### config.mk
export PLATFORM = sky130hd
export DESIGN_NAME = rotating_substitution_cipher
export DESIGN_NICKNAME = d
export VERILOG_FILES = /design/src/rtl/core/rsc_pkg.sv /design/src/rtl/core/rsc_ram.sv /design/src/rtl/core/rotating_substitution_cipher.sv
export SDC_FILE = /design/constraint.sdc
export NUM_CORES = 2
export LEC_CHECK = 0
export BUFFER_PORTS_ARGS = -buffer_cell sky130_fd_sc_hd__buf_2
export CELL_PAD_IN_SITES_DETAIL_PLACEMENT = 0
export CELL_PAD_IN_SITES_GLOBAL_PLACEMENT = 2
export CORE_MARGIN = 4
export CORE_UTILIZATION = 55
export DETAILED_ROUTE_END_ITERATION = 8
export PLACE_DENSITY = 0.8
export SLEW_MARGIN = 20
export SYNTH_ARGS = -nofsm -noshare
export SYNTH_HDL_FRONTEND = slang
export SYNTH_SLANG_ARGS = --single-unit
### constraint.sdc
create_clock -name clk -period 18.4 [get_ports clk]
set_clock_uncertainty 0.2 [all_clocks]
set_input_delay 0.92 -clock clk [delete_from_list [all_inputs] [get_ports clk]]
set_output_delay 0.92 -clock clk [all_outputs]
set_load 0.02 [all_outputs]
### src/rtl/core/rsc_pkg.sv
// ----------------------------------------------------------------------------
// rsc_pkg
// shared types and constants for the rotating substitution cipher
// ----------------------------------------------------------------------------
package rsc_pkg;

  localparam int unsigned BYTE_W     = 8;
  localparam int unsigned TABLE_SIZE = 256;
  localparam int unsigned STEP_RESET = 1;

  typedef logic [BYTE_W-1:0] byte_t;

  // request type codes
  typedef enum logic [1:0] {
    REQ_LOAD    = 2'd0,
    REQ_ENCRYPT = 2'd1,
    REQ_DECRYPT = 2'd2,
    REQ_NONE    = 2'd3
  } req_code_t;

  // what the result stage has to do with the table read data
  typedef enum logic [1:0] {
    RES_ENC,
    RES_DEC,
    RES_ERR
  } res_kind_t;

endpackage

### src/rtl/core/rsc_ram.sv
// ----------------------------------------------------------------------------
// rsc_ram
// generic single write port, single read port ram with registered read
// ----------------------------------------------------------------------------
module rsc_ram #(
  parameter int unsigned WIDTH = 8,
  parameter int unsigned DEPTH = 256
) (
  input  logic                     clk,
  input  logic                     wr_en,
  input  logic [$clog2(DEPTH)-1:0] wr_addr,
  input  logic [WIDTH-1:0]         wr_data,
  input  logic                     rd_en,
  input  logic [$clog2(DEPTH)-1:0] rd_addr,
  output logic [WIDTH-1:0]         rd_data
);

  logic [WIDTH-1:0] mem [DEPTH];

  always_ff @(posedge clk) begin
    if (wr_en) begin
      mem[wr_addr] <= wr_data;
    end
    if (rd_en) begin
      rd_data <= mem[rd_addr];
    end
  end

endmodule

### src/rtl/core/rotating_substitution_cipher.sv
// ----------------------------------------------------------------------------
// rotating_substitution_cipher
// byte substitution cipher with per-direction rotating offsets
// ----------------------------------------------------------------------------
// encrypt and decrypt pass the table read (s1), then the result register
// throughput: one item per cycle while no read is stuck in s1 under
// rsp_stall, set by the single read port of each table ram; loads and
// unused codes give no result
// reset: rst clears offsets, positions and valid flags and sets step_period
// to 1; table contents are left as they are until loaded
module rotating_substitution_cipher (
  input  logic                  clk,
  input  logic                  rst,
  // configuration: step_period
  input  logic                  cfg_valid,
  output logic                  cfg_ready,
  input  rsc_pkg::byte_t        cfg_data,
  // request channel
  input  logic                  req_valid,
  output logic                  req_stall,
  input  logic [1:0]            req_type,
  input  logic                  block_start,
  input  rsc_pkg::byte_t        table_index,
  input  rsc_pkg::byte_t        data_byte,
  // result channel
  output logic                  rsp_valid,
  input  logic                  rsp_stall,
  output rsc_pkg::byte_t        result_byte,
  output logic                  error_flag
);

  import rsc_pkg::*;

  // configuration register, always writable
  byte_t step_period;

  assign cfg_ready = 1'b1;

  always_ff @(posedge clk) begin
    if (rst) begin
      step_period <= byte_t'(STEP_RESET);
    end else if (cfg_valid && cfg_ready) begin
      step_period <= cfg_data;
    end
  end

  // offset and position state per direction
  byte_t enc_offset, enc_offset_next;
  byte_t dec_offset, dec_offset_next;
  byte_t enc_position, enc_position_next;
  byte_t dec_position, dec_position_next;

  // table read stage (s1) and result register
  logic      s1_valid;
  res_kind_t s1_kind;
  byte_t     s1_offset;

  logic  out_take;   // result register can load this cycle
  logic  accept;
  logic  is_load, is_enc, is_dec, period_zero;
  logic  s1_load;
  byte_t enc_addr;
  byte_t subst_rd, inverse_rd;
  byte_t result_next;

  assign out_take  = !rsp_valid || !rsp_stall;
  // hold the request side only when a read result is stuck in s1
  assign req_stall = s1_valid && !out_take;
  assign accept    = req_valid && !req_stall;

  assign is_load     = accept && (req_type == REQ_LOAD);
  assign is_enc      = accept && (req_type == REQ_ENCRYPT);
  assign is_dec      = accept && (req_type == REQ_DECRYPT);
  assign period_zero = (step_period == '0);
  assign s1_load     = is_enc || is_dec;

  // position counting: restart at block start or when out of range after a
  // period change; bump the offset at position zero, then advance and wrap
  function automatic logic [2*BYTE_W-1:0] advance(byte_t pos, byte_t offset,
                                                  logic start, byte_t period);
    byte_t p;
    byte_t pn;
    logic  bump;
    p    = (start || (pos >= period)) ? '0 : pos;
    bump = (p == '0);
    pn   = p + byte_t'(1);
    if (pn >= period) begin
      pn = '0;
    end
    return {offset + byte_t'(bump), pn};
  endfunction

  logic [2*BYTE_W-1:0] enc_adv, dec_adv;

  always_comb begin
    enc_adv           = advance(enc_position, enc_offset, block_start, step_period);
    dec_adv           = advance(dec_position, dec_offset, block_start, step_period);
    enc_offset_next   = enc_offset;
    enc_position_next = enc_position;
    dec_offset_next   = dec_offset;
    dec_position_next = dec_position;
    // zero period leaves all state alone
    if (is_enc && !period_zero) begin
      enc_offset_next   = enc_adv[2*BYTE_W-1:BYTE_W];
      enc_position_next = enc_adv[BYTE_W-1:0];
    end
    if (is_dec && !period_zero) begin
      dec_offset_next   = dec_adv[2*BYTE_W-1:BYTE_W];
      dec_position_next = dec_adv[BYTE_W-1:0];
    end
    enc_addr = data_byte + enc_adv[2*BYTE_W-1:BYTE_W];
  end

  always_ff @(posedge clk) begin
    if (rst) begin
      enc_offset   <= '0;
      enc_position <= '0;
      dec_offset   <= '0;
      dec_position <= '0;
    end else begin
      enc_offset   <= enc_offset_next;
      enc_position <= enc_position_next;
      dec_offset   <= dec_offset_next;
      dec_position <= dec_position_next;
    end
  end

  // forward table and its inverse; a load writes both, one item per cycle
  // so a read never meets a write to the same entry at the same edge
  rsc_ram #(
    .WIDTH (BYTE_W),
    .DEPTH (TABLE_SIZE)
  ) u_subst_ram (
    .clk     (clk),
    .wr_en   (is_load),
    .wr_addr (table_index),
    .wr_data (data_byte),
    .rd_en   (is_enc),
    .rd_addr (enc_addr),
    .rd_data (subst_rd)
  );

  rsc_ram #(
    .WIDTH (BYTE_W),
    .DEPTH (TABLE_SIZE)
  ) u_inverse_ram (
    .clk     (clk),
    .wr_en   (is_load),
    .wr_addr (data_byte),
    .wr_data (table_index),
    .rd_en   (is_dec),
    .rd_addr (data_byte),
    .rd_data (inverse_rd)
  );

  // s1 tracks the outstanding table read; the ram output holds while stuck
  always_ff @(posedge clk) begin
    if (rst) begin
      s1_valid <= 1'b0;
    end else if (!s1_valid || out_take) begin
      s1_valid <= s1_load;
    end
  end

  always_ff @(posedge clk) begin
    if (s1_load) begin
      s1_offset <= dec_offset_next;
      if (period_zero) begin
        s1_kind <= RES_ERR;
      end else if (is_enc) begin
        s1_kind <= RES_ENC;
      end else begin
        s1_kind <= RES_DEC;
      end
    end
  end

  always_comb begin
    case (s1_kind)
      RES_ENC: result_next = subst_rd;
      RES_DEC: result_next = inverse_rd - s1_offset;
      default: result_next = '0;
    endcase
  end

  // result register
  always_ff @(posedge clk) begin
    if (rst) begin
      rsp_valid <= 1'b0;
    end else if (out_take) begin
      rsp_valid <= s1_valid;
    end
  end

  always_ff @(posedge clk) begin
    if (out_take && s1_valid) begin
      result_byte <= result_next;
      error_flag  <= (s1_kind == RES_ERR);
    end
  end

  // a read stuck behind a stalled result must not be dropped
  a_s1_hold: assert property (@(posedge clk) disable iff (rst)
    s1_valid && rsp_valid && rsp_stall |=> s1_valid)
    else $error("pending table read lost under result stall");

  // an error result always carries a zero byte
  a_err_zero: assert property (@(posedge clk) disable iff (rst)
    rsp_valid && error_flag |-> result_byte == '0)
    else $error("error result with nonzero byte");

  // request stall only when a read is waiting
  a_stall_cause: assert property (@(posedge clk) disable iff (rst)
    req_stall |-> s1_valid)
    else $error("request stalled with empty read stage");

  // a new result comes from the read stage
  a_rsp_source: assert property (@(posedge clk) disable iff (rst)
    $rose(rsp_valid) |-> $past(s1_valid))
    else $error("result appeared without a table read");

  // zero period leaves the offsets alone
  a_zero_period: assert property (@(posedge clk) disable iff (rst)
    accept && period_zero |=> $stable(enc_offset) && $stable(dec_offset))
    else $error("offset changed with zero step period");

endmodule

== After elaboration in Yosys (flattened, before gate mapping) ==
Memory sizes are Yosys's and may differ from the RTL's. A register that Yosys moved wholly into a read port is not among the register bits.
Index checks and enable logic that the tools add are counted.

* RAM bits: 4096
* Output and inout port bits: 12
* Register bits: 61
* Logic and storage cells: 60
* Memories: 2

{| class="wikitable"
|+ Memory list
! memory !! words !! bits a word !! rd ports !! clocked after memory_dff !! wr ports !! line !! RTL
|-
| u_inverse_ram.mem || 256 || 8 || 1 || 1 || 1 || rsc_ram.sv:18 || <nowiki>logic [WIDTH-1:0] mem [DEPTH];</nowiki>
|-
| u_subst_ram.mem || 256 || 8 || 1 || 1 || 1 || rsc_ram.sv:18 ||
|}

* Reductions and logical operators: 24
* Equality and inequality tests: 4
* Add/subtract/negate cells: 6
* $lt $le $gt $ge: 4
* Mux-type cells: 9

{| class="wikitable"
|+ Operators with widths
! operator !! number
|-
| two-way mux 8 bit || 5
|-
| greater-or-equal comparator 8 bit || 4
|-
| zero test 8 bit || 3
|-
| adder 8 x 1 -> 8 bit || 2
|-
| adder 8 x 1 -> 8 bit (second input constant) || 2
|-
| one-hot mux 8 bit (2 select lines) || 1
|-
| adder 8 bit || 1
|-
| logical AND 1 bit || 8
|-
| subtractor 8 bit || 1
|-
| zero test 1 bit || 6
|-
| logical OR 1 bit || 5
|-
| == test 2 x 1 -> 1 bit (second input constant) || 2
|-
| == test 2 bit (second input constant) || 2
|-
| zero test 2 bit || 2
|-
| two-way mux 1 bit || 3
|}

== Depth between registers and ports, before layout ==
* Depth after elaboration: 9
* Gate-level depth with buffers: 26
* Gate-level depth less buffers: 25

== By module ==
Synthesis repeated with hierarchy kept, for this count alone.

* Cell total of the unflattened synthesis: 7952
* Area, all modules: 163579.4 um2

{| class="wikitable"
|+ Modules (own cells, without submodules)
! module !! area an instance (um2) !! cells each !! sequential area each (um2) !! instances
|-
| rsc_ram || 79636.4 || 3733 || 61739.2 || 2
|-
| rotating_substitution_cipher || 4306.6 || 486 || 1411.4 || 1
|}

== Worst setup path after synthesis ==
OpenSTA, ideal clock, no wires.

* Kind: flip-flop to flip-flop
* Start point: register enc_position[0]
* End point: register u_subst_ram.rd_data[6] (read register of u_subst_ram.mem) (data pin)
* Path buffers: 5
* Setup slack: 12.577 ns
* Clock period less this slack: 5.823 ns
* Data arrival time: 5.352 ns
* Cell stages (with the launch flop): 25
* Cells stage by stage: dfxtp_1 > inv_1 > ha_1 > nand2b_1 > a21o_1 > a21o_1 > a21o_1 > a21o_1 > a21oi_1 > nor2_1 > clkbuf_1 > o21a_1 > ha_1 > ha_1 > fa_1 > buf_2 > buf_2 > buf_1 > buf_1 > mux4_2 > mux4_2 > mux2i_1 > nand2_1 > o311ai_0 > o211ai_1

* Cells in the longest elaborated chain, start to end: 6

{| class="wikitable"
|+ RTL lines
! what !! line !! RTL
|-
| start, declared || rotating_substitution_cipher.sv:50 || <nowiki>byte_t enc_position, enc_position_next;</nowiki>
|-
| start signal, assigned || rotating_substitution_cipher.sv:122 || <nowiki>enc_position <= enc_position_next;</nowiki>
|-
| greater-or-equal comparator 8 bit || rotating_substitution_cipher.sv:84 || <nowiki>p = (start || (pos >= period)) ? '0 : pos;</nowiki>
|-
| logical OR 1 bit || rotating_substitution_cipher.sv:84 ||
|-
| two-way mux 8 bit * || rotating_substitution_cipher.sv:84 ||
|-
| zero test 8 bit * || rotating_substitution_cipher.sv:85 || <nowiki>bump = (p == '0);</nowiki>
|-
| adder 8 x 1 -> 8 bit * || rotating_substitution_cipher.sv:90 || <nowiki>return {offset + byte_t'(bump), pn};</nowiki>
|-
| named net enc_adv[8] || rotating_substitution_cipher.sv:93 || <nowiki>logic [2*BYTE_W-1:0] enc_adv, dec_adv;</nowiki>
|-
| adder 8 bit * || rotating_substitution_cipher.sv:111 || <nowiki>enc_addr = data_byte + enc_adv[2*BYTE_W-1:BYTE_W];</nowiki>
|-
| end, declared || rsc_ram.sv:15 || <nowiki>output logic [WIDTH-1:0] rd_data</nowiki>
|}

Mark *: on every way through the listed nets, which the timed path passes. The rest lies on a longest branch.
A chain may end at the register's enable or synchronous reset.

== Final worst setup path ==
* Start point: register enc_position[0]
* End point: register u_subst_ram.rd_data[2] (read register of u_subst_ram.mem) (data pin)

The elaborated chain is that of the path after synthesis.

==> flow_results.xml <==
<?xml version="1.0" encoding="UTF-8"?>
<metrics>
  <group name="global_routing">
    <metric name="grt_util_met3" unit="%">3.617</metric>
    <metric name="antenna_found_initial" unit="">13</metric>
    <metric name="grt_usage" unit="%">25.80</metric>
    <metric name="grtUsageMet1" unit="%">37.55</metric>
    <metric name="wire_length_of_the_first_global_routing_pass" unit="um">572500</metric>
    <metric name="globalRoute.totalOverflow" unit="">0</metric>
    <metric name="grt_start_max_net_pins" unit="">136</metric>
    <metric name="met2_usage" unit="%">41.39</metric>
    <metric name="first_global_vias" unit="">78656</metric>
    <metric name="grt_busiest_layer" unit="">met2</metric>
  </group>
  <group name="placement">
    <metric name="portBuffers" unit="">42</metric>
    <metric name="dp_hpwl" unit="um">233100</metric>
    <metric name="gp_congestion" unit="">0.8383</metric>
  </group>
  <group name="run_status">
    <metric name="status" unit="">finished, final reports clean</metric>
  </group>
  <group name="floorplan">
    <metric name="initial_core_util" unit="%">55.39</metric>
    <metric name="area_enclosed_by_the_die_boundary" unit="um^2">305700</metric>
    <metric name="io_pins" unit="">44</metric>
    <metric name="die_width" unit="um">552.9</metric>
    <metric name="core_area" unit="um^2">294800</metric>
    <metric name="std_cell_rows" unit="">199</metric>
    <metric name="die-height" unit="um">552.9</metric>
  </group>
  <group name="sta">
    <metric name="tightestPinTransition" unit="ns">1.308</metric>
    <metric name="rsz_0062_raised_after_global_routing" unit="">false</metric>
    <metric name="post-route-period-util" unit="%">51.95</metric>
    <metric name="final_setup_violation_count" unit="">0</metric>
    <metric name="final_hold_viol_count" unit="">0</metric>
    <metric name="maxSlewHeadroom" unit="%">11.90</metric>
    <metric name="clock.fmax" unit="GHz">0.1046</metric>
    <metric name="finalWorstPathRequiredPeriod" unit="ns">9.560</metric>
    <metric name="final-max-slew-violation-count" unit="">0</metric>
    <metric name="fin_setup_tns" unit="ns">0</metric>
  </group>
  <group name="setup_path">
    <metric name="critical-path-max-stage-delay" unit="ns">1.23</metric>
    <metric name="standard_cell_with_the_maximum_stage_delay_on_the_critical_path" unit="">sky130_fd_sc_hd__fa_4</metric>
    <metric name="critical_path.max_fanout" unit="">65</metric>
    <metric name="worstPathArrival" unit="ns">9.99</metric>
    <metric name="endpoint_kind" unit="">flip-flop</metric>
    <metric name="criticalPathCategory" unit="">reg2reg</metric>
    <metric name="crit_chain" unit="">inv_1 -&gt; ha_1 -&gt; nand2b_1 -&gt; a21o_1 -&gt; a21o_1 -&gt; a21o_1 -&gt; a21o_1 -&gt; a21oi_1 -&gt; o21ai_0 -&gt; ha_1 -&gt; o21a_1 -&gt; ha_1 -&gt; ha_1 -&gt; fa_4 -&gt; buf_4 -&gt; buf_4 -&gt; buf_4 -&gt; mux4_2 -&gt; mux4_2 -&gt; mux2_2 -&gt; o21ai_0 -&gt; a211oi_1</metric>
    <metric name="timing.critical_path.required" unit="ns">18.83</metric>
    <metric name="nature_of_the_critical_path_startpoint" unit="">flip-flop</metric>
  </group>
  <group name="worst_hold_path">
    <metric name="hold_path_class" unit="">in2reg</metric>
  </group>
  <group name="clocking">
    <metric name="number_of_resized_instances_in_the_post_cts_repair_step" unit="">0</metric>
    <metric name="tritoncts_num_sinks" unit="">4173</metric>
    <metric name="hold_buffers" unit="">10</metric>
    <metric name="insertion_delay" unit="ns">0.96</metric>
    <metric name="cts_tree" unit="">built</metric>
    <metric name="tritoncts.num_buffers" unit="">417</metric>
    <metric name="postCtsSetupRepairBufs" unit="">0</metric>
    <metric name="reg_clk_slew_reported_paths" unit="ns">0.06</metric>
    <metric name="htree_levels" unit="">5</metric>
    <metric name="max-clock-path-buffers" unit="">4</metric>
    <metric name="clock-root-buffer" unit="">sky130_fd_sc_hd__clkbuf_16</metric>
  </group>
  <group name="detailed_routing">
    <metric name="via_count_of_the_routed_design" unit="">77897</metric>
    <metric name="drt-vias-per-instance" unit="">6.469</metric>
    <metric name="detail_route.first_pass.iterations" unit="">5</metric>
    <metric name="drt_drc_violations_left" unit="">0</metric>
    <metric name="final_antenna_net_count" unit="">0</metric>
    <metric name="drt-wirelength-per-cell" unit="um">32.72</metric>
    <metric name="drt_wl_total" unit="um">394000</metric>
    <metric name="drtIter0Drc" unit="">10164</metric>
  </group>
  <group name="finish">
    <metric name="flow.area_growth_from_synthesis" unit="%">11.58</metric>
    <metric name="drive_above_1_share" unit="%">25.76</metric>
    <metric name="finalNetCount" unit="">7848</metric>
    <metric name="final_core_util" unit="%">61.80</metric>
  </group>
  <group name="power_and_ir_drop">
    <metric name="leakagePower" unit="nW">56.70</metric>
    <metric name="ir_drop" unit="mV">0.1152</metric>
    <metric name="cellPowerDensity" unit="nW/um^2">113.5</metric>
  </group>
  <group name="yosys">
    <metric name="async_reset_ff_share" unit="%">0</metric>
    <metric name="syn-mean-instance-area" unit="um^2">21.61</metric>
    <metric name="postSynthCellCount" unit="">7557</metric>
    <metric name="syn-num-nets" unit="">7646</metric>
    <metric name="ys_ff_latch" unit="">4173</metric>
    <metric name="synth_area" unit="um^2">163300</metric>
    <metric name="synth_edf_count" unit="">4131</metric>
    <metric name="synth_seq_area_share" unit="%">76.48</metric>
    <metric name="synth-warning-count" unit="">0</metric>
    <metric name="ys_dominant_reg_cell" unit="">sky130_fd_sc_hd__edfxtp_1</metric>
    <metric name="post_synth_num_cell_types" unit="">66</metric>
  </group>
  <group name="run">
    <metric name="maxCapViolCount" unit="">0</metric>
  </group>
</metrics>
critical path: cells and delay by family (launching register included):
family | cells | cell delay [ns]
AO/OA/AOI/OAI | 9 | 2.50
buffers and inverters | 4 | 2.29
flip-flops | 1 | 0.41
adder cells (fa/ha/maj) | 5 | 2.26
multiplexers | 3 | 1.27
AND/OR/NAND/NOR | 1 | 0.14
cell usage after synthesis (all sizes together) (5+ instances only):
library cell     n  area share (%)
a2111oi          5           0.035
a211o           14           0.075
a211oi          14           0.064
a21o            19           0.087
a21oi           20           0.061
a22o             5           0.027
a22oi            7           0.032
a31oi           75            0.29
and3            84            0.32
buf            198            0.69
clkbuf         234            0.54
dfxtp           42            0.51
edfxtp        4131              76
ha              55            0.42
inv             31           0.071
mux2            22            0.15
mux2i           45            0.28
mux4          1208              17
nand2          416            0.96
nand2b           6           0.023
nand3          104            0.32
nand4           19           0.073
nor2           576             1.3
nor2b           37            0.14
nor3            21           0.064
nor3b            5           0.023
o211ai          21           0.097
o21a             8           0.037
o21ai           25           0.079
o31ai            6           0.028
o32ai            6           0.032
or2              7           0.027
or3              5           0.019
or4              5           0.023
xnor2           15           0.080
xor2            25            0.14
cells by family (layout without fill, tap and decap cells):
logic type	after synthesis	count (layout)	share of synthesized area [%]
adder cells (fa/ha/maj)	57	57	0.4460
multiplexers	1275	1275	17.09
XOR/XNOR	40	40	0.2237
flip-flops	4173	4173	76.48
AND/OR/NAND/NOR	1297	1297	3.371
buffers and inverters	463	1026	1.301
AO/OA/AOI/OAI	251	251	1.083
other	1	4	0.002297
where the power goes:
part | internal [mW] | switching (mW)
sequential | 10.5 | 0.00658
clock | 4.97 | 3.57
combinational | 0.676 | 0.988
total | 16.1 | 4.57
flip-flops by register name, indices dropped and copies added (netlist names), 2 cells and up:
register,cells
enc_position,8
u_subst_ram.mem,2048
u_inverse_ram.rd_data,8
dec_offset,8
s1_offset,8
u_subst_ram.rd_data,8
s1_kind,2
dec_position,8
step_period,8
enc_offset,8
u_inverse_ram.mem,2048
result_byte,8
final timing paths:
path / from / end / slack [ns] / cells past startpoint
worst max register to register: enc_position[0] / u_subst_ram.rd_data[2] / 8.84 / 22
worst max-delay path: enc_position[0] / u_subst_ram.rd_data[2] / 8.84 / 22
worst min-delay path: req_type[1] / s1_valid / 0.15 / 4
worst min register to register: step_period[1] / step_period[1] / 0.30 / 2
cells in the final DEF (no fill, tap or decap), types with 34 or more instances in the layout:
| master | Yosys | layout |
|---|---|---|
| sky130_fd_sc_hd__a31oi_1 | 75 | 75 |
| sky130_fd_sc_hd__and3_1 | 84 | 84 |
| sky130_fd_sc_hd__buf_4 | 38 | 142 |
| sky130_fd_sc_hd__bufinv_16 | 0 | 53 |
| sky130_fd_sc_hd__clkbuf_1 | 234 | 77 |
| sky130_fd_sc_hd__clkbuf_16 | 0 | 422 |
| sky130_fd_sc_hd__clkinv_1 | 0 | 108 |
| sky130_fd_sc_hd__clkinv_2 | 0 | 76 |
| sky130_fd_sc_hd__dfxtp_1 | 42 | 42 |
| sky130_fd_sc_hd__edfxtp_1 | 4131 | 4131 |
| sky130_fd_sc_hd__ha_1 | 55 | 54 |
| sky130_fd_sc_hd__mux2i_1 | 45 | 45 |
| sky130_fd_sc_hd__mux4_2 | 1208 | 1208 |
| sky130_fd_sc_hd__nand2_1 | 416 | 397 |
| sky130_fd_sc_hd__nand3_1 | 104 | 94 |
| sky130_fd_sc_hd__nor2_1 | 576 | 567 |
| sky130_fd_sc_hd__nor2b_1 | 37 | 34 |
metrics by stage:
| stage | cells | hold WS, ns | instance area (um^2) | power (mW) | setup slack, ns |
|---|---|---|---|---|---|
| CTS | 12038 | 0.06371 | 182200 | 20.80 | 8.888 |
| global route | 12042 | 0.1142 | 182200 | 21.32 | 8.643 |
| finish | 12042 | 0.1452 | 182200 | 20.67 | 8.840 |
| floorplan | 7557 | 0.2528 | 163300 | 11.70 | 12.58 |
| detailed placement | 11248 | 0.2869 | 168200 | 12.34 | 8.904 |
| global placement | 11246 | 0.2711 | 168200 | 12.32 | 8.757 |
layer usage:
metal / routed length (um) / up-vias / part of all wire, %
met2: 193800 / 3516 / 49
met5: 21 / - / 0.0053
met4: 12830 / 4 / 3.3
li1: - / 31902 / -
met3: 30310 / 623 / 7.7
met1: 157000 / 41852 / 40
cell type report:
class	count	area, um^2
sequential	4173	124900
fill	20149	112600
multi-input combinational	2921	36480
clock buffer	502	10890
tap	3919	4903
clock inverter	278	2952
timing repair buffer	215	1954
inverter	31	116.4
antenna	3	7.507
Power figures use the tool's default switching activity.
